File: config.mk
export PLATFORM = sky130hd
export DESIGN_NAME = dual_axis_pid_tracker_flat
export DESIGN_NICKNAME = d
export VERILOG_FILES = /design/src/rtl/core/dapt_pkg.sv /design/src/rtl/core/dapt_if.sv /design/src/rtl/core/dual_axis_pid_tracker.sv /design/src/rtl/core/dapt_mul.sv /design/src/rtl/core/dapt_div.sv /design/src/rtl/core/dapt_ctrl.sv /design/src/rtl/core/dapt_dp.sv /design/src/flat_wrapper.sv
export SDC_FILE = /design/constraint.sdc
export NUM_CORES = 2
export LEC_CHECK = 0
export ABC_AREA = 0
export BUFFER_PORTS_ARGS = -buffer_cell sky130_fd_sc_hd__buf_2
export CORE_UTILIZATION = 62
export CTS_BUF_LIST = sky130_fd_sc_hd__clkbuf_2 sky130_fd_sc_hd__clkbuf_4 sky130_fd_sc_hd__clkbuf_8
export DETAILED_ROUTE_END_ITERATION = 10
export PLACE_DENSITY = 0.88
export SLEW_MARGIN = 0
export SYNTH_ARGS = -nofsm -noshare
export SYNTH_HDL_FRONTEND = slang
export SYNTH_SLANG_ARGS = --single-unit
File: constraint.sdc
create_clock -name clk -period 12.3 [get_ports clk]
set_input_delay 0.615 -clock clk [delete_from_list [all_inputs] [get_ports clk]]
set_output_delay 0.615 -clock clk [all_outputs]
set_load 0.005 [all_outputs]
File: src/rtl/core/dapt_pkg.sv
// Package for the dual axis PID tracker: widths, constants, sequencer states
// and the command/status structs between controller and datapath.
// No dependencies.
`timescale 1ns / 1ps
package dapt_pkg;

  localparam int PIX_W     = 12;          // pixel coordinate width
  localparam int W         = 56;          // working width of the shared datapath
  localparam int GAIN_W    = 16;          // multiplier coefficient width
  localparam int MUL_STEPS = GAIN_W;
  localparam int DIV_STEPS = 36;          // numerator magnitude bits
  localparam int DEN_W     = 16;
  localparam int CFG_IDX_W = 3;
  localparam int CFG_W     = 18;

  localparam logic [15:0] CENTRE_ANGLE = 16'd23040;
  localparam logic [31:0] DT_MIN       = 32'd5;
  localparam logic [31:0] DT_MAX       = 32'd100;
  localparam logic [15:0] MS_PER_S     = 16'd1000;
  localparam logic [15:0] FULL_SCALE   = 16'd46080;
  localparam int          PULSE_SPAN   = 2000;
  localparam logic [12:0] PULSE_BASE   = 13'd500;
  localparam logic [12:0] PULSE_TOP    = 13'd2500;
  localparam logic signed [W-1:0] E_MAX = W'(64'sd8388607);
  localparam logic signed [W-1:0] E_MIN = -W'(64'sd8388608);

  localparam logic [CFG_IDX_W-1:0] CFG_KP    = 3'd0;
  localparam logic [CFG_IDX_W-1:0] CFG_KI    = 3'd1;
  localparam logic [CFG_IDX_W-1:0] CFG_KD    = 3'd2;
  localparam logic [CFG_IDX_W-1:0] CFG_SCALE = 3'd3;
  localparam logic [CFG_IDX_W-1:0] CFG_CLIM  = 3'd4;
  localparam logic [CFG_IDX_W-1:0] CFG_ILIM  = 3'd5;
  localparam logic [CFG_IDX_W-1:0] CFG_FLOOR = 3'd6;
  localparam logic [CFG_IDX_W-1:0] CFG_CEIL  = 3'd7;

  typedef enum logic [3:0] {
    ST_IDLE, ST_DT, ST_LOST, ST_ERR, ST_IMUL, ST_IDIV, ST_DMUL, ST_DDIV,
    ST_KP, ST_KI, ST_KD, ST_PULSE, ST_OUT
  } state_t;

  typedef struct packed {
    state_t step;
    logic   axis;
    logic   start;
    logic   commit;
    logic   load;
  } cmd_t;

  typedef struct packed {
    logic unit_done;
    logic lost;
    logic out_free;
  } sts_t;

  function automatic logic is_unit(state_t s);
    return (s == ST_ERR) || (s == ST_IMUL) || (s == ST_IDIV) || (s == ST_DMUL) ||
           (s == ST_DDIV) || (s == ST_KP) || (s == ST_KI) || (s == ST_KD) ||
           (s == ST_PULSE);
  endfunction

endpackage

File: src/rtl/core/dapt_if.sv
// Valid/ready channel interfaces for the tracker's input and result words.
// Depends on dapt_pkg.
`timescale 1ns / 1ps
interface dapt_in_if;
  import dapt_pkg::*;
  logic             valid;
  logic             ready;
  logic [PIX_W-1:0] measured_x;
  logic [PIX_W-1:0] wanted_x;
  logic [PIX_W-1:0] measured_y;
  logic [PIX_W-1:0] wanted_y;
  logic [31:0]      tick_ms;
  modport source(output valid, measured_x, wanted_x, measured_y, wanted_y, tick_ms,
                 input ready);
  modport sink(input valid, measured_x, wanted_x, measured_y, wanted_y, tick_ms,
               output ready);
endinterface

interface dapt_out_if;
  logic               valid;
  logic               ready;
  logic [15:0]        angle_h;
  logic [15:0]        angle_v;
  logic [11:0]        pulse_h;
  logic [11:0]        pulse_v;
  logic signed [13:0] correction_h;
  logic signed [13:0] correction_v;
  logic               target_lost;
  modport source(output valid, angle_h, angle_v, pulse_h, pulse_v, correction_h,
                 correction_v, target_lost, input ready);
  modport sink(input valid, angle_h, angle_v, pulse_h, pulse_v, correction_h,
               correction_v, target_lost, output ready);
endinterface

File: src/rtl/core/dual_axis_pid_tracker.sv
// Dual axis PID tracker, top level. Each accepted word carries measured and
// goal pixel positions for both axes plus a millisecond timestamp and gives
// exactly one result word with new servo angles, pulse widths and the clamped
// corrections. Words are handled one at a time: a tracked frame makes, per
// axis, six passes through the 16-step shared multiplier and three through
// the 36-step shared divider; a frame with the target lost makes only the
// two pulse divisions. A new word is accepted as soon as the previous result
// sits in the output register. Configuration writes go to cfg_index 0..7;
// the user must make them only while idle, as the block does not enforce it.
`timescale 1ns / 1ps
module dual_axis_pid_tracker (
  input  logic                           clk,
  input  logic                           rst_n,
  dapt_in_if.sink                        in_ch,
  dapt_out_if.source                     out_ch,
  input  logic                           cfg_we,
  input  logic [dapt_pkg::CFG_IDX_W-1:0] cfg_index,
  input  logic [dapt_pkg::CFG_W-1:0]     cfg_data
);
  import dapt_pkg::*;

  cmd_t cmd;
  sts_t sts;

  dapt_ctrl u_ctrl (
    .clk(clk), .rst_n(rst_n), .in_valid(in_ch.valid), .in_ready(in_ch.ready),
    .sts(sts), .cmd(cmd)
  );

  dapt_dp u_dp (
    .clk(clk), .rst_n(rst_n), .cmd(cmd), .sts(sts),
    .cfg_we(cfg_we), .cfg_index(cfg_index), .cfg_data(cfg_data),
    .measured_x(in_ch.measured_x), .wanted_x(in_ch.wanted_x),
    .measured_y(in_ch.measured_y), .wanted_y(in_ch.wanted_y),
    .tick_ms(in_ch.tick_ms),
    .out_valid(out_ch.valid), .out_ready(out_ch.ready),
    .angle_h(out_ch.angle_h), .angle_v(out_ch.angle_v),
    .pulse_h(out_ch.pulse_h), .pulse_v(out_ch.pulse_v),
    .correction_h(out_ch.correction_h), .correction_v(out_ch.correction_v),
    .target_lost(out_ch.target_lost)
  );
endmodule

File: src/rtl/core/dapt_mul.sv
// Shift-add multiplier: unsigned 16-bit coefficient times signed operand,
// one coefficient bit per cycle. Depends on dapt_pkg.
`timescale 1ns / 1ps
module dapt_mul (
  input  logic                           clk,
  input  logic                           rst_n,
  input  logic                           start,
  input  logic [dapt_pkg::GAIN_W-1:0]    a,
  input  logic signed [dapt_pkg::W-1:0]  b,
  output logic                           done,
  output logic signed [dapt_pkg::W-1:0]  p
);
  import dapt_pkg::*;
  localparam int CNT_W = $clog2(MUL_STEPS + 1);

  logic [GAIN_W-1:0]   a_r;
  logic signed [W-1:0] b_r, p_r;
  logic [CNT_W-1:0]    cnt_r;
  logic                done_r;

  always_ff @(posedge clk) begin
    if (!rst_n) begin
      cnt_r  <= '0;
      done_r <= 1'b0;
    end else begin
      done_r <= 1'b0;
      if (start) begin
        cnt_r <= CNT_W'(MUL_STEPS);
      end else if (cnt_r != '0) begin
        cnt_r <= cnt_r - 1'b1;
        if (cnt_r == CNT_W'(1)) done_r <= 1'b1;
      end
    end
  end

  always_ff @(posedge clk) begin
    if (start) begin
      a_r <= a;
      b_r <= b;
      p_r <= '0;
    end else if (cnt_r != '0) begin
      if (a_r[0]) p_r <= p_r + b_r;
      b_r <= b_r <<< 1;
      a_r <= a_r >> 1;
    end
  end

  assign done = done_r;
  assign p    = p_r;

  always_ff @(posedge clk) begin
    if (rst_n) assert (!(start && cnt_r != '0))
      else $error("multiplier restarted while busy");
  end
endmodule

File: src/rtl/core/dapt_div.sv
// Restoring divider with floor rounding: signed numerator, positive divisor,
// one quotient bit per cycle. Depends on dapt_pkg.
`timescale 1ns / 1ps
module dapt_div (
  input  logic                           clk,
  input  logic                           rst_n,
  input  logic                           start,
  input  logic signed [dapt_pkg::W-1:0]  n,
  input  logic [dapt_pkg::DEN_W-1:0]     d,
  output logic                           done,
  output logic signed [dapt_pkg::W-1:0]  q
);
  import dapt_pkg::*;
  localparam int CNT_W = $clog2(DIV_STEPS + 1);

  logic [DIV_STEPS-1:0] num_r;
  logic [DEN_W-1:0]     rem_r, den_r;
  logic                 neg_r;
  logic [CNT_W-1:0]     cnt_r;
  logic                 done_r;
  logic signed [W-1:0]  mag;
  logic [DEN_W:0]       trial;
  logic                 fit;
  logic [W-1:0]         quot;

  assign mag   = n[W-1] ? -n : n;
  assign trial = {rem_r, num_r[DIV_STEPS-1]};
  assign fit   = trial >= {1'b0, den_r};

  always_ff @(posedge clk) begin
    if (!rst_n) begin
      cnt_r  <= '0;
      done_r <= 1'b0;
    end else begin
      done_r <= 1'b0;
      if (start) begin
        cnt_r <= CNT_W'(DIV_STEPS);
      end else if (cnt_r != '0) begin
        cnt_r <= cnt_r - 1'b1;
        if (cnt_r == CNT_W'(1)) done_r <= 1'b1;
      end
    end
  end

  always_ff @(posedge clk) begin
    if (start) begin
      num_r <= mag[DIV_STEPS-1:0];
      rem_r <= '0;
      den_r <= d;
      neg_r <= n[W-1];
    end else if (cnt_r != '0) begin
      rem_r <= fit ? DEN_W'(trial - {1'b0, den_r}) : trial[DEN_W-1:0];
      num_r <= {num_r[DIV_STEPS-2:0], fit};
    end
  end

  // floor: a negative quotient with a remainder rounds one further down
  assign quot = W'(num_r) + W'(neg_r && rem_r != '0);
  assign q    = neg_r ? -$signed(quot) : $signed(quot);
  assign done = done_r;

  always_ff @(posedge clk) begin
    if (rst_n) assert (!(start && cnt_r != '0))
      else $error("divider restarted while busy");
  end
endmodule

File: src/rtl/core/dapt_ctrl.sv
// Sequencer for the tracker: steps each frame through the shared multiplier
// and divider, axis by axis. Depends on dapt_pkg.
`timescale 1ns / 1ps
module dapt_ctrl (
  input  logic           clk,
  input  logic           rst_n,
  input  logic           in_valid,
  output logic           in_ready,
  input  dapt_pkg::sts_t sts,
  output dapt_pkg::cmd_t cmd
);
  import dapt_pkg::*;

  state_t state_r, state_nxt;
  logic   axis_r, axis_nxt;
  logic   issued_r, issued_nxt;
  logic   adv;

  always_comb begin
    if (is_unit(state_r))        adv = issued_r && sts.unit_done;
    else if (state_r == ST_OUT)  adv = sts.out_free;
    else if (state_r == ST_IDLE) adv = in_valid;
    else                         adv = 1'b1;
  end

  always_comb begin
    state_nxt  = state_r;
    axis_nxt   = axis_r;
    issued_nxt = issued_r;
    if (is_unit(state_r) && !issued_r) issued_nxt = 1'b1;
    if (adv) begin
      issued_nxt = 1'b0;
      unique case (state_r)
        ST_IDLE: begin
          state_nxt = ST_DT;
          axis_nxt  = 1'b0;
        end
        ST_DT:   state_nxt = sts.lost ? ST_LOST : ST_ERR;
        ST_LOST: state_nxt = ST_PULSE;
        ST_ERR:  state_nxt = ST_IMUL;
        ST_IMUL: state_nxt = ST_IDIV;
        ST_IDIV: state_nxt = ST_DMUL;
        ST_DMUL: state_nxt = ST_DDIV;
        ST_DDIV: state_nxt = ST_KP;
        ST_KP:   state_nxt = ST_KI;
        ST_KI:   state_nxt = ST_KD;
        ST_KD:   state_nxt = ST_PULSE;
        ST_PULSE: begin
          if (!axis_r) begin
            axis_nxt  = 1'b1;
            state_nxt = sts.lost ? ST_PULSE : ST_ERR;
          end else begin
            state_nxt = ST_OUT;
          end
        end
        ST_OUT:  state_nxt = ST_IDLE;
        default: state_nxt = ST_IDLE;
      endcase
    end
  end

  always_comb begin
    in_ready   = (state_r == ST_IDLE);
    cmd.step   = state_r;
    cmd.axis   = axis_r;
    cmd.start  = is_unit(state_r) && !issued_r;
    cmd.commit = adv && (state_r != ST_IDLE);
    cmd.load   = (state_r == ST_IDLE) && in_valid;
  end

  always_ff @(posedge clk) begin
    if (!rst_n) begin
      state_r  <= ST_IDLE;
      axis_r   <= 1'b0;
      issued_r <= 1'b0;
    end else begin
      state_r  <= state_nxt;
      axis_r   <= axis_nxt;
      issued_r <= issued_nxt;
    end
  end

  a_start_once: assert property (@(posedge clk) disable iff (!rst_n)
    cmd.start |=> !cmd.start) else $error("unit started twice in a row");
  a_accept_dt: assert property (@(posedge clk) disable iff (!rst_n)
    (in_valid && in_ready) |=> state_r == ST_DT) else $error("accept did not start frame");
  a_out_idle: assert property (@(posedge clk) disable iff (!rst_n)
    (state_r == ST_OUT && cmd.commit) |=> state_r == ST_IDLE)
    else $error("result handed off without return to idle");
  a_commit_unit: assert property (@(posedge clk) disable iff (!rst_n)
    (cmd.commit && is_unit(state_r)) |-> issued_r) else $error("commit before issue");
endmodule

File: src/rtl/core/dapt_dp.sv
// Datapath for the tracker: configuration registers, per-axis PID state,
// operand selection for the shared multiplier and divider, result register.
// Depends on dapt_pkg, dapt_mul, dapt_div.
`timescale 1ns / 1ps
module dapt_dp (
  input  logic                          clk,
  input  logic                          rst_n,
  input  dapt_pkg::cmd_t                cmd,
  output dapt_pkg::sts_t                sts,
  input  logic                          cfg_we,
  input  logic [dapt_pkg::CFG_IDX_W-1:0] cfg_index,
  input  logic [dapt_pkg::CFG_W-1:0]    cfg_data,
  input  logic [dapt_pkg::PIX_W-1:0]    measured_x,
  input  logic [dapt_pkg::PIX_W-1:0]    wanted_x,
  input  logic [dapt_pkg::PIX_W-1:0]    measured_y,
  input  logic [dapt_pkg::PIX_W-1:0]    wanted_y,
  input  logic [31:0]                   tick_ms,
  output logic                          out_valid,
  input  logic                          out_ready,
  output logic [15:0]                   angle_h,
  output logic [15:0]                   angle_v,
  output logic [11:0]                   pulse_h,
  output logic [11:0]                   pulse_v,
  output logic signed [13:0]            correction_h,
  output logic signed [13:0]            correction_v,
  output logic                          target_lost
);
  import dapt_pkg::*;

  // configuration
  logic [15:0] kp_r, ki_r, kd_r, scale_r, floor_r, ceil_r;
  logic [12:0] clim_r;
  logic [17:0] ilim_r;

  // captured word
  logic [PIX_W-1:0] mx_r, wx_r, my_r, wy_r;
  logic [31:0]      tick_r;

  // loop state
  logic signed [19:0] integ_r [2];
  logic signed [23:0] prev_r  [2];
  logic [15:0]        angle_r [2];
  logic [31:0]        last_tick_r;

  // work registers
  logic [6:0]          dt_r;
  logic signed [23:0]  e_r;
  logic signed [19:0]  i_r;
  logic signed [W-1:0] d_r, acc_r;
  logic signed [13:0]  corr_r  [2];
  logic [11:0]         pulse_r [2];

  logic                out_valid_r;
  logic [15:0]         o_ang_h_r, o_ang_v_r;
  logic [11:0]         o_pul_h_r, o_pul_v_r;
  logic signed [13:0]  o_cor_h_r, o_cor_v_r;
  logic                o_lost_r;

  logic                lost;
  logic signed [PIX_W:0] werr;
  logic [31:0]         tdiff;
  logic [6:0]          dt_new;
  logic [GAIN_W-1:0]   mul_a;
  logic signed [W-1:0] mul_b, mul_p, div_n, div_q;
  logic [DEN_W-1:0]    div_d;
  logic                mul_done, div_done;
  logic                mul_go, div_go;
  logic                ax;
  logic signed [W-1:0] e_w, e_sat, i_sum, i_lim, i_new;
  logic signed [W-1:0] acc_sum, u_w, c_lim, u_new;
  logic signed [17:0]  ang_t;
  logic [15:0]         ang_new;
  logic [12:0]         pul_sum;

  assign ax   = cmd.axis;
  assign lost = (mx_r == '0) && (my_r == '0);

  assign werr = ax ? ($signed({1'b0, wy_r}) - $signed({1'b0, my_r}))
                   : ($signed({1'b0, wx_r}) - $signed({1'b0, mx_r}));

  assign tdiff  = tick_r - last_tick_r;
  assign dt_new = (tdiff < DT_MIN) ? 7'(DT_MIN) : (tdiff > DT_MAX) ? 7'(DT_MAX) : tdiff[6:0];

  // operand selection for the shared units
  always_comb begin
    mul_a  = '0;
    mul_b  = '0;
    div_n  = '0;
    div_d  = '0;
    mul_go = 1'b0;
    div_go = 1'b0;
    unique case (cmd.step)
      ST_ERR: begin
        mul_go = cmd.start;
        mul_a  = scale_r;
        mul_b  = {{(W-PIX_W-1){werr[PIX_W]}}, werr};
      end
      ST_IMUL: begin
        mul_go = cmd.start;
        mul_a  = GAIN_W'(dt_r);
        mul_b  = {{(W-24){e_r[23]}}, e_r};
      end
      ST_DMUL: begin
        mul_go = cmd.start;
        mul_a  = MS_PER_S;
        mul_b  = {{(W-24){e_r[23]}}, e_r} - {{(W-24){prev_r[ax][23]}}, prev_r[ax]};
      end
      ST_KP: begin
        mul_go = cmd.start;
        mul_a  = kp_r;
        mul_b  = {{(W-24){e_r[23]}}, e_r};
      end
      ST_KI: begin
        mul_go = cmd.start;
        mul_a  = ki_r;
        mul_b  = {{(W-20){i_r[19]}}, i_r};
      end
      ST_KD: begin
        mul_go = cmd.start;
        mul_a  = kd_r;
        mul_b  = d_r;
      end
      ST_IDIV: begin
        div_go = cmd.start;
        div_n  = mul_p;
        div_d  = MS_PER_S;
      end
      ST_DDIV: begin
        div_go = cmd.start;
        div_n  = mul_p;
        div_d  = DEN_W'(dt_r);
      end
      ST_PULSE: begin
        div_go = cmd.start;
        div_n  = $signed(W'({11'd0, angle_r[ax]} * 27'(PULSE_SPAN)));
        div_d  = FULL_SCALE;
      end
      ST_IDLE, ST_DT, ST_LOST, ST_OUT: begin
      end
      default: begin
      end
    endcase
  end

  dapt_mul u_mul (
    .clk(clk), .rst_n(rst_n), .start(mul_go), .a(mul_a), .b(mul_b),
    .done(mul_done), .p(mul_p)
  );

  dapt_div u_div (
    .clk(clk), .rst_n(rst_n), .start(div_go), .n(div_n), .d(div_d),
    .done(div_done), .q(div_q)
  );

  // error in degrees, saturated to 24 bits
  assign e_w   = mul_p >>> 8;
  assign e_sat = (e_w > E_MAX) ? E_MAX : (e_w < E_MIN) ? E_MIN : e_w;

  assign i_sum = {{(W-20){integ_r[ax][19]}}, integ_r[ax]} + div_q;
  assign i_lim = {{(W-18){1'b0}}, ilim_r};
  assign i_new = (i_sum < -i_lim) ? -i_lim : (i_sum > i_lim) ? i_lim : i_sum;

  assign acc_sum = acc_r + mul_p;
  assign u_w     = acc_sum >>> 12;
  assign c_lim   = {{(W-13){1'b0}}, clim_r};
  assign u_new   = (u_w < -c_lim) ? -c_lim : (u_w > c_lim) ? c_lim : u_w;

  assign ang_t   = $signed({2'b00, angle_r[ax]}) + {{4{u_new[13]}}, u_new[13:0]};
  always_comb begin
    priority if (ang_t < $signed({2'b00, floor_r})) ang_new = floor_r;
    else if (ang_t > $signed({2'b00, ceil_r}))      ang_new = ceil_r;
    else                                            ang_new = ang_t[15:0];
  end

  assign pul_sum = div_q[12:0] + PULSE_BASE;

  always_ff @(posedge clk) begin
    if (!rst_n) begin
      kp_r    <= 16'd410;
      ki_r    <= 16'd41;
      kd_r    <= 16'd205;
      scale_r <= 16'd6554;
      clim_r  <= 13'd1280;
      ilim_r  <= 18'd128000;
      floor_r <= 16'd11520;
      ceil_r  <= 16'd46080;
    end else if (cfg_we) begin
      unique case (cfg_index)
        CFG_KP:    kp_r    <= cfg_data[15:0];
        CFG_KI:    ki_r    <= cfg_data[15:0];
        CFG_KD:    kd_r    <= cfg_data[15:0];
        CFG_SCALE: scale_r <= cfg_data[15:0];
        CFG_CLIM:  clim_r  <= cfg_data[12:0];
        CFG_ILIM:  ilim_r  <= cfg_data[17:0];
        CFG_FLOOR: floor_r <= cfg_data[15:0];
        CFG_CEIL:  ceil_r  <= cfg_data[15:0];
        default: begin
        end
      endcase
    end
  end

  always_ff @(posedge clk) begin
    if (cmd.load) begin
      mx_r   <= measured_x;
      wx_r   <= wanted_x;
      my_r   <= measured_y;
      wy_r   <= wanted_y;
      tick_r <= tick_ms;
    end
  end

  // loop state
  always_ff @(posedge clk) begin
    if (!rst_n) begin
      integ_r[0]  <= '0;
      integ_r[1]  <= '0;
      prev_r[0]   <= '0;
      prev_r[1]   <= '0;
      angle_r[0]  <= CENTRE_ANGLE;
      angle_r[1]  <= CENTRE_ANGLE;
      last_tick_r <= '0;
    end else if (cmd.commit) begin
      unique case (cmd.step)
        ST_DT: last_tick_r <= tick_r;
        ST_LOST: begin
          integ_r[0] <= '0;
          integ_r[1] <= '0;
          prev_r[0]  <= '0;
          prev_r[1]  <= '0;
          angle_r[0] <= CENTRE_ANGLE;
          angle_r[1] <= CENTRE_ANGLE;
        end
        ST_KD: begin
          integ_r[ax] <= i_r;
          prev_r[ax]  <= e_r;
          angle_r[ax] <= ang_new;
        end
        ST_IDLE, ST_ERR, ST_IMUL, ST_IDIV, ST_DMUL, ST_DDIV, ST_KP, ST_KI,
        ST_PULSE, ST_OUT: begin
        end
        default: begin
        end
      endcase
    end
  end

  // work registers
  always_ff @(posedge clk) begin
    if (cmd.commit) begin
      unique case (cmd.step)
        ST_DT:   dt_r <= dt_new;
        ST_LOST: begin
          corr_r[0] <= '0;
          corr_r[1] <= '0;
        end
        ST_ERR:  e_r   <= e_sat[23:0];
        ST_IDIV: i_r   <= i_new[19:0];
        ST_DDIV: d_r   <= div_q;
        ST_KP:   acc_r <= mul_p;
        ST_KI:   acc_r <= acc_sum;
        ST_KD:   corr_r[ax] <= u_new[13:0];
        ST_PULSE: pulse_r[ax] <= (pul_sum > PULSE_TOP) ? PULSE_TOP[11:0] : pul_sum[11:0];
        ST_IDLE, ST_IMUL, ST_DMUL, ST_OUT: begin
        end
        default: begin
        end
      endcase
    end
  end

  // result register: frees the sequencer while the word waits
  always_ff @(posedge clk) begin
    if (!rst_n) begin
      out_valid_r <= 1'b0;
    end else if (cmd.commit && cmd.step == ST_OUT) begin
      out_valid_r <= 1'b1;
    end else if (out_ready) begin
      out_valid_r <= 1'b0;
    end
  end

  always_ff @(posedge clk) begin
    if (cmd.commit && cmd.step == ST_OUT) begin
      o_ang_h_r <= angle_r[0];
      o_ang_v_r <= angle_r[1];
      o_pul_h_r <= pulse_r[0];
      o_pul_v_r <= pulse_r[1];
      o_cor_h_r <= corr_r[0];
      o_cor_v_r <= corr_r[1];
      o_lost_r  <= lost;
    end
  end

  assign sts.unit_done = mul_done || div_done;
  assign sts.lost      = lost;
  assign sts.out_free  = !out_valid_r || out_ready;

  assign out_valid    = out_valid_r;
  assign angle_h      = o_ang_h_r;
  assign angle_v      = o_ang_v_r;
  assign pulse_h      = o_pul_h_r;
  assign pulse_v      = o_pul_v_r;
  assign correction_h = o_cor_h_r;
  assign correction_v = o_cor_v_r;
  assign target_lost  = o_lost_r;

  a_units_excl: assert property (@(posedge clk) disable iff (!rst_n)
    !(mul_done && div_done)) else $error("both units finished together");
  a_out_hold: assert property (@(posedge clk) disable iff (!rst_n)
    (cmd.commit && cmd.step == ST_OUT) |-> sts.out_free)
    else $error("result register overwritten");
  a_lost_center: assert property (@(posedge clk) disable iff (!rst_n)
    (cmd.commit && cmd.step == ST_LOST) |=> angle_r[0] == CENTRE_ANGLE)
    else $error("lost frame did not centre");
endmodule

File: src/flat_wrapper.sv
// flat-port wrapper written by rule: the top's interface ports become plain ports
module dual_axis_pid_tracker_flat import dapt_pkg::*;
  (clk, rst_n, cfg_we, cfg_index, cfg_data, in_ch_valid, in_ch_measured_x, in_ch_wanted_x, in_ch_measured_y, in_ch_wanted_y, in_ch_tick_ms, in_ch_ready, out_ch_valid, out_ch_angle_h, out_ch_angle_v, out_ch_pulse_h, out_ch_pulse_v, out_ch_correction_h, out_ch_correction_v, out_ch_target_lost, out_ch_ready);
  dapt_in_if in_ch_i ();
  dapt_out_if out_ch_i ();
  input  logic clk;
  input  logic rst_n;
  input  logic cfg_we;
  input  logic [dapt_pkg::CFG_IDX_W-1:0] cfg_index;
  input  logic [dapt_pkg::CFG_W-1:0] cfg_data;
  input wire logic [$bits(in_ch_i.valid)-1:0] in_ch_valid;
  input wire logic [$bits(in_ch_i.measured_x)-1:0] in_ch_measured_x;
  input wire logic [$bits(in_ch_i.wanted_x)-1:0] in_ch_wanted_x;
  input wire logic [$bits(in_ch_i.measured_y)-1:0] in_ch_measured_y;
  input wire logic [$bits(in_ch_i.wanted_y)-1:0] in_ch_wanted_y;
  input wire logic [$bits(in_ch_i.tick_ms)-1:0] in_ch_tick_ms;
  output wire logic [$bits(in_ch_i.ready)-1:0] in_ch_ready;
  output wire logic [$bits(out_ch_i.valid)-1:0] out_ch_valid;
  output wire logic [$bits(out_ch_i.angle_h)-1:0] out_ch_angle_h;
  output wire logic [$bits(out_ch_i.angle_v)-1:0] out_ch_angle_v;
  output wire logic [$bits(out_ch_i.pulse_h)-1:0] out_ch_pulse_h;
  output wire logic [$bits(out_ch_i.pulse_v)-1:0] out_ch_pulse_v;
  output wire logic [$bits(out_ch_i.correction_h)-1:0] out_ch_correction_h;
  output wire logic [$bits(out_ch_i.correction_v)-1:0] out_ch_correction_v;
  output wire logic [$bits(out_ch_i.target_lost)-1:0] out_ch_target_lost;
  input wire logic [$bits(out_ch_i.ready)-1:0] out_ch_ready;
  assign in_ch_i.valid = in_ch_valid;
  assign in_ch_i.measured_x = in_ch_measured_x;
  assign in_ch_i.wanted_x = in_ch_wanted_x;
  assign in_ch_i.measured_y = in_ch_measured_y;
  assign in_ch_i.wanted_y = in_ch_wanted_y;
  assign in_ch_i.tick_ms = in_ch_tick_ms;
  assign in_ch_ready = in_ch_i.ready;
  assign out_ch_valid = out_ch_i.valid;
  assign out_ch_angle_h = out_ch_i.angle_h;
  assign out_ch_angle_v = out_ch_i.angle_v;
  assign out_ch_pulse_h = out_ch_i.pulse_h;
  assign out_ch_pulse_v = out_ch_i.pulse_v;
  assign out_ch_correction_h = out_ch_i.correction_h;
  assign out_ch_correction_v = out_ch_i.correction_v;
  assign out_ch_target_lost = out_ch_i.target_lost;
  assign out_ch_i.ready = out_ch_ready;
  dual_axis_pid_tracker u_core (.clk(clk), .rst_n(rst_n), .in_ch(in_ch_i), .out_ch(out_ch_i), .cfg_we(cfg_we), .cfg_index(cfg_index), .cfg_data(cfg_data));
endmodule
== Word-level counts from Yosys, hierarchy flattened ==
Memories as Yosys holds them, arrays and structs flattened. A register that Yosys moved wholly into a read port is not among the register bits.
Cells that the tools add are included.
W data, S select, Z words.

* Register bits: 620
* Latch bits: 0
* Memory bits (writable): 172
* Bits in read-only memories: 0
* Output and inout bits: 87
* Word-level logic and storage cells: 245
* Memories: 5

* $add $sub $neg: 17
* Multiply operators: 1
* Divide/modulo/power cells: 0
* Order comparisons: 12
* Equality and inequality tests: 21
* Shift operators: 0
* Multiplexer cells: 80
* Bitwise gates (word level): 9
* Reduce and logical (&&, ||, !) cells: 62

{| class="wikitable"
|+ Memory list
! name !! depth !! bits a word !! rd ports !! clocked after Yosys merged registers in !! write ports !! line !! text
|-
| u_core.u_dp.prev_r || 2 || 24 || 1 || 1 || 2 || dapt_dp.sv:41 || <nowiki>logic signed [23:0] prev_r [2];</nowiki>
|-
| u_core.u_dp.integ_r || 2 || 20 || 1 || 1 || 2 || dapt_dp.sv:40 || <nowiki>logic signed [19:0] integ_r [2];</nowiki>
|-
| u_core.u_dp.angle_r || 2 || 16 || 3 || 3 || 2 || dapt_dp.sv:42 || <nowiki>logic [15:0] angle_r [2];</nowiki>
|-
| u_core.u_dp.corr_r || 2 || 14 || 2 || 2 || 2 || dapt_dp.sv:50 || <nowiki>logic signed [13:0] corr_r [2];</nowiki>
|-
| u_core.u_dp.pulse_r || 2 || 12 || 2 || 2 || 1 || dapt_dp.sv:51 || <nowiki>logic [11:0] pulse_r [2];</nowiki>
|}

{| class="wikitable"
|+ Operators with widths
! cell !! count
|-
| $pmux W56 S5 || 1
|-
| $pmux W56 S2 || 2
|-
| $add A56 B56 Y56 || 3
|-
| $mux W56 || 3
|-
| $mux W16 || 8
|-
| $mux W36 || 3
|-
| $mux W20 || 5
|-
| $mux W24 || 4
|-
| $pmux W16 S6 || 1
|-
| $gt A56 B19 Y1 || 1
|-
| $lt A44 B56 Y1 || 1
|-
| $lt A56 B56 Y1 || 1
|-
| $neg A13 Y56 || 1
|-
| $neg A18 Y56 || 1
|-
| $neg A56 Y56 || 1
|-
| $gt A48 B24 Y1 const B || 1
|-
| $lt A48 B24 Y1 const B || 1
|-
| $pmux W16 S3 || 1
|-
| $gt A44 B14 Y1 || 1
|-
| $pmux W4 S11 || 1
|-
| $mux W14 || 3
|-
| $mux W1 || 38
|-
| $add A36 B1 Y37 || 1
|-
| $neg A36 Y36 || 1
|-
| 52 further kinds || 118
|}

== Depth between registers and ports, before layout ==
* Word-level depth: 16
* Gate-level depth with buffers: 53
* Depth with buffers taken out: 51

== Cells and area by module ==
Synthesis repeated with hierarchy kept, for this count alone.

* Cell total of the unflattened synthesis: 6671
* Area total of the unflattened synthesis: 62164.6 um2

{| class="wikitable"
|+ Modules (own cells, without submodules)
! module !! times used !! cells an instance !! area an instance (um2) !! seq. area each (um2)
|-
| dapt_dp || 1 || 4901 || 46246.9 || 18217.5
|-
| dapt_mul || 1 || 882 || 8459.4 || 3403.3
|-
| dapt_div || 1 || 832 || 6977.9 || 2052.0
|-
| dapt_ctrl || 1 || 56 || 480.5 || 120.1
|}

== Least setup slack after synthesis ==
Ideal clock, no wire load.

* Path type: register -> register
* Start: reg u_core.u_dp.acc_r[44]
* End: mem u_core.u_dp.angle_r[0][12], data pin
* Arrival: 9.711 ns
* Required time: 12.036 ns
* Setup slack: 2.325 ns
* Stages on the path, launching flop included: 50
* Period minus slack after synthesis: 9.975 ns
* Cells stage by stage: edfxtp_1 ha_1 clkbuf_1 a21oi_1 o21bai_1 a221o_1 a311o_1 a21oi_1 o21ai_1 a221o_1 xnor2_1 inv_1 ha_1 a21o_1 a21o_1 a21o_1 a21oi_1 o21ai_0 [14 not listed] a21oi_1 o21bai_1 a21oi_1 o21bai_1 a21oi_1 o21ai_0 xor2_1 ha_1 nand4_1 nor2_1 a221oi_1 a41oi_1 o21ai_0 mux2i_4 buf_6 mux2_4 a21oi_2 nand2_1

{| class="wikitable"
|+ RTL lines
! what !! line !! text
|-
| start, declared || dapt_dp.sv:49 || <nowiki>logic signed [W-1:0] d_r, acc_r;</nowiki>
|-
| start signal, assigned || dapt_dp.sv:260 || <nowiki>ST_KP: acc_r <= mul_p;</nowiki>
|-
| start signal, assigned || dapt_dp.sv:261 || <nowiki>ST_KI: acc_r <= acc_sum;</nowiki>
|-
| end, declared || dapt_dp.sv:42 ||
|}

== Worst setup path in the final report ==
* Start: reg u_core.u_dp.u_div.neg_r
* End: reg u_core.u_dp.i_r[18], data pin

* Cells in the longest elaborated chain, start to end: 8
* Elaborated cells between the ends (all ways): 9
* Classes of those cells: add/sub (3); order compare (2); mux (3); reduce/logical (1)

{| class="wikitable"
|+ Ends and longest elaborated chain
! what !! line !! text
|-
| start, declared || dapt_div.sv:18 || <nowiki>logic neg_r;</nowiki>
|-
| start signal, assigned || dapt_div.sv:50 || <nowiki>neg_r <= n[W-1];</nowiki>
|-
| $logic_and A1 B1 Y1 || dapt_div.sv:58 || <nowiki>assign quot = W'(num_r) + W'(neg_r && rem_r != '0);</nowiki>
|-
| $add A36 B1 Y37 || dapt_div.sv:58 ||
|-
| $neg A56 Y56 || dapt_div.sv:59 || <nowiki>assign q = neg_r ? -$signed(quot) : $signed(quot);</nowiki>
|-
| $mux W56 * || dapt_div.sv:59 ||
|-
| named net u_core.u_dp.div_q[31] || dapt_dp.sv:64 || <nowiki>logic signed [W-1:0] mul_b, mul_p, div_n, div_q;</nowiki>
|-
| $add A56 B56 Y56 * || dapt_dp.sv:159 || <nowiki>assign i_sum = {{(W-20){integ_r[ax][19]}}, integ_r[ax]} + div_q;</nowiki>
|-
| $gt A56 B19 Y1 || dapt_dp.sv:161 || <nowiki>assign i_new = (i_sum < -i_lim) ? -i_lim : (i_sum > i_lim) ? i_lim : i_sum;</nowiki>
|-
| $mux W20 || dapt_dp.sv:161 ||
|-
| $mux W20 * || dapt_dp.sv:161 ||
|-
| named net u_core.u_dp.i_new[18] || dapt_dp.sv:69 || <nowiki>logic signed [W-1:0] e_w, e_sat, i_sum, i_lim, i_new;</nowiki>
|-
| end signal, assigned || dapt_dp.sv:258 || <nowiki>ST_IDIV: i_r <= i_new[19:0];</nowiki>
|-
| end, declared || dapt_dp.sv:48 || <nowiki>logic signed [19:0] i_r;</nowiki>
|}

The timed path passes the listed nets; every way through them passes the cells marked *.
A chain may end at the register's enable or synchronous reset.

==> run summary <==
==================================================================================
Post-Place Worst Slack                                                   0.6717 ns
Number of nets produced by synthesis                                          7068
Post-Synthesis Cells                                                          6387
Critical path capture point type                                              flop
Final setup slack of the worst path                                      0.4675 ns
Total routing resource utilization after global routing                     36.19%
Max_slew headroom                                                           20.49%
Setup repair after global routing missed its margin                          false
Worst Hold Path Cells                                                            3
Worst hold slack                                                        0.06082 ns
Layout Skew                                                             0.05497 ns
Path type of the worst setup path                                       reg -> reg
Filler instances                                                              6762
Share of Yosys cell area claimed by the top area cell type                  31.73%
Leading cell type in the layout, fill and taps excluded                    nand2_1
TritonCTS clock tree                                                         built
Fin crit share                                                              96.20%
Max clock buf depth                                                              3
Most used cells in the layout excluding fill and tap cells            nand2_1, edfxtp_1, a21oi_1
Async set or reset register ratio after synthesis                               0%
Initial antenna violation count                                                  4
# clock sinks                                                                  870
Nets                                                                          7282
Die span in x                                                             309.1 um
Clk Tree Root Cell                                                        clkbuf_8
HPWL reported at the end of detailed placement                            124.2 mm
Maximum number of pins on one net before global-route repair                    86
Synth-to-layout area growth                                                 10.73%
Worst Path Required                                                       12.84 ns
Slowest cell delay on critical path                                        0.84 ns
Clock slew seen by the registers of the worst setup and hold paths         0.06 ns
Die Y-Extent                                                              309.1 um
Final routed wirelength across all metal layers                           175.5 mm
Fraction of final layout cells with drive strength greater than 1           9.936%
Final Hold Violating Endpoints                                                   0
Portion of the post-synthesis area used by sequential elements              40.36%
Max H-tree Level                                                                 4
Run status                                                            finished, final reports clean
Initial core utilization                                                    62.66%
Largest area contributor in the netlist                                   edfxtp_1
Number of buffers added by the clock tree synthesis step                       146
Core outline area                                                        93330 um2
DR iter-0 viols                                                               6430
Launch point of the worst hold path                                   cfg_data[16]
Crit path buffers/inverters                                                      4
Global-route wire length before repair                                    270.7 mm
Clock period minus final worst setup slack                                11.83 ns
Vias in the first global route                                               50220
Slowest library cell on the worst path                                      nor3_1
Number of top-level design ports                                               193
Endpoint, Worst Hold                                                  u_core.u_dp.ilim_r[16]$_SDFFE_PN1P_
Setup violators final                                                            0
Achievable clock frequency                                             0.08451 GHz
Type of origin of the critical path                                           flop
Top cells by area, synth                                              edfxtp_1, ha_1, dfxtp_1
Terminus of the critical flop-to-flop path                            u_core.u_dp.i_r[18]$_DFFE_PP_
First-pass detailed-route iteration total                                        8
Clk_lat worst skew                                                         0.86 ns
Number of placement rows                                                       112
Syn Std Cell Area                                                        58480 um2
Worst Max-Slew Pin Slew                                                   1.193 ns
Residual antenna-violating net count after detailed routing                      0
Via count                                                                    51340
Worst reg2reg setup slack                                                  0.47 ns
Yosys cell types                                                                90
Total negative setup slack                                                    0 ns
Routability Congestion                                                       1.012
Main synth FF type                                                        edfxtp_1
Number of warnings issued by yosys                                               0
Grt total ovfl                                                                   0
Post-synthesis sequential element count                                        870
EDFF count, synth                                                              618
Worst Path Arrival                                                        12.38 ns
Routed vias/inst                                                             6.434
Startpoint of the worst register-to-register path                     u_core.u_dp.u_div.neg_r$_DFFE_PP_
Avg Cell Area, Syn                                                       9.156 um2
Count of pins over their slew limit                                              0
Number of violations of the max-capacitance limit                                0
Family of cells with the greatest summed delay on the critical path   simple AND/OR/NAND/NOR gates
Floorplan die area                                                       95560 um2
Post-Route Utilization                                                      69.38%
I/O Buffers                                                                    192
CP max FO                                                                       48
Depth of the worst register-to-register path                                    39
Worst hold-check path type                                               in -> reg
Average routed wire per standard cell                                     21.99 um
DRC violation count after routing                                                0
==================================================================================
==> layer usage <==
layer  GRT usage [%]  up-vias  share of wire [%]
met5               0        -                  0
met4           22.29        0                6.4
met3           6.988      714                9.6
met2           59.67     2974                 47
met1           43.75    24080                 37
li1                -    23570                  -
==> repair_timing <==
action	CTS	global route
hold endpoints to repair	80	0
hold buffers	80	0
setup endpoints to repair	0	32
buffers inserted	0	8
resized for setup	0	7
==> synth_stat cells (11+ instances only) <==
| library cell | number |
|---|---|
| nor2_1 | 449 |
| o22ai_1 | 13 |
| clkbuf_2 | 13 |
| a211o_1 | 12 |
| a211oi_1 | 51 |
| a21oi_1 | 580 |
| o21a_1 | 46 |
| a21boi_0 | 20 |
| dfxtp_1 | 252 |
| inv_1 | 354 |
| edfxtp_1 | 618 |
| or2_2 | 17 |
| buf_1 | 23 |
| a222oi_1 | 20 |
| a221oi_1 | 32 |
| and3_1 | 100 |
| a31o_2 | 13 |
| o21ai_0 | 300 |
| nand2b_1 | 51 |
| nand4_1 | 86 |
| a21o_1 | 169 |
| o41a_1 | 11 |
| and2_1 | 77 |
| nor4_1 | 74 |
| mux2i_1 | 63 |
| nand3_1 | 133 |
| nor2b_1 | 67 |
| or4_1 | 14 |
| mux2_2 | 54 |
| o31ai_1 | 32 |
| xor2_1 | 120 |
| xnor2_1 | 228 |
| o211ai_1 | 44 |
| a22o_1 | 17 |
| o21bai_1 | 55 |
| or3_1 | 38 |
| nor3_1 | 106 |
| clkbuf_1 | 254 |
| a22oi_1 | 27 |
| fa_1 | 63 |
| nand2_1 | 939 |
| a31oi_1 | 69 |
| ha_1 | 512 |
| nand3b_1 | 13 |
==> worst register-to-register path: cells and delay by family, from the launching register on <==
kind            cells  cell delay [ns]
simple gates       13             4.33
fa+ha+maj           4             1.37
compound gates     15             3.71
xor+xnor            2             0.37
buf+inv             4             1.11
mux                 1             0.28
flops               1             0.40
==> layout make-up <==
type                       instances  area, um2  share of cell area, %
sequential                       870      23610                  36.45
timing repair buffer             363       2457                  3.795
tap                             1254       1569                  2.423
antenna                            3      7.507                0.01159
clock inverter                    78      785.8                  1.213
inverter                         355       1335                  2.062
clock buffer                     192       2417                  3.733
multi-input combinational       4865      32580                  50.31
==> kinds of logic after synthesis <==
family                     share of synthesized area [%]
muxes                                              2.259
adders and majority gates                          13.11
xor gates and xnor gates                           5.212
AOI/OAI and AO/OA                                  17.53
DFF                                                40.36
buffers and inverters                              4.249
and+or+nand+nor                                    17.28
==> per-stage QoR <==
stage / cell area (um2) / cells
after global routing: 64760 / 7980
after global placement: 60660 / 7619
after detailed placement: 60660 / 7619
final: 64760 / 7980
after floorplan: 58480 / 6387
after CTS: 64660 / 7969
==> state kept, by name, indices dropped and copies added (netlist names), 36 cells and up, named ones only <==
name and count:
u_core.u_dp.acc_r 56, u_core.u_dp.d_r 56, u_core.u_dp.integ_r 40, u_core.u_dp.prev_r 48, u_core.u_dp.u_div.num_r 36, u_core.u_dp.u_mul.b_r 56
u_core.u_dp.u_mul.p 56
==> worst max path at each step <==
stage	from	to	slack, ns	depth (start not counted)
2_1_floorplan	u_core.u_dp.acc_r[44]$_DFFE_PP_	u_core.u_dp.angle_r[0][12]$_SDFFCE_PN1P_	2.32	49
3_3_place_gp	u_core.u_dp.acc_r[5]$_DFFE_PP_	u_core.u_dp.angle_r[1][5]$_SDFFCE_PN0P_	0.93	48
3_5_place_dp	u_core.u_dp.u_mul.p[0]$_SDFFE_PP0P_	u_core.u_dp.angle_r[0][4]$_SDFFCE_PN0P_	0.67	50
4_1_cts	u_core.u_dp.u_mul.p[0]$_SDFFE_PP0P_	u_core.u_dp.angle_r[1][6]$_SDFFCE_PN0P_	0.50	50
5_1_grt	u_core.u_dp.u_mul.p[0]$_SDFFE_PP0P_	u_core.u_dp.angle_r[1][9]$_SDFFCE_PN1P_	0.008	53
6_report	u_core.u_dp.u_div.neg_r$_DFFE_PP_	u_core.u_dp.i_r[18]$_DFFE_PP_	0.47	39
Power is not shown: default switching activity piles up to over one toggle a cycle in this logic, so the estimate is an artifact.
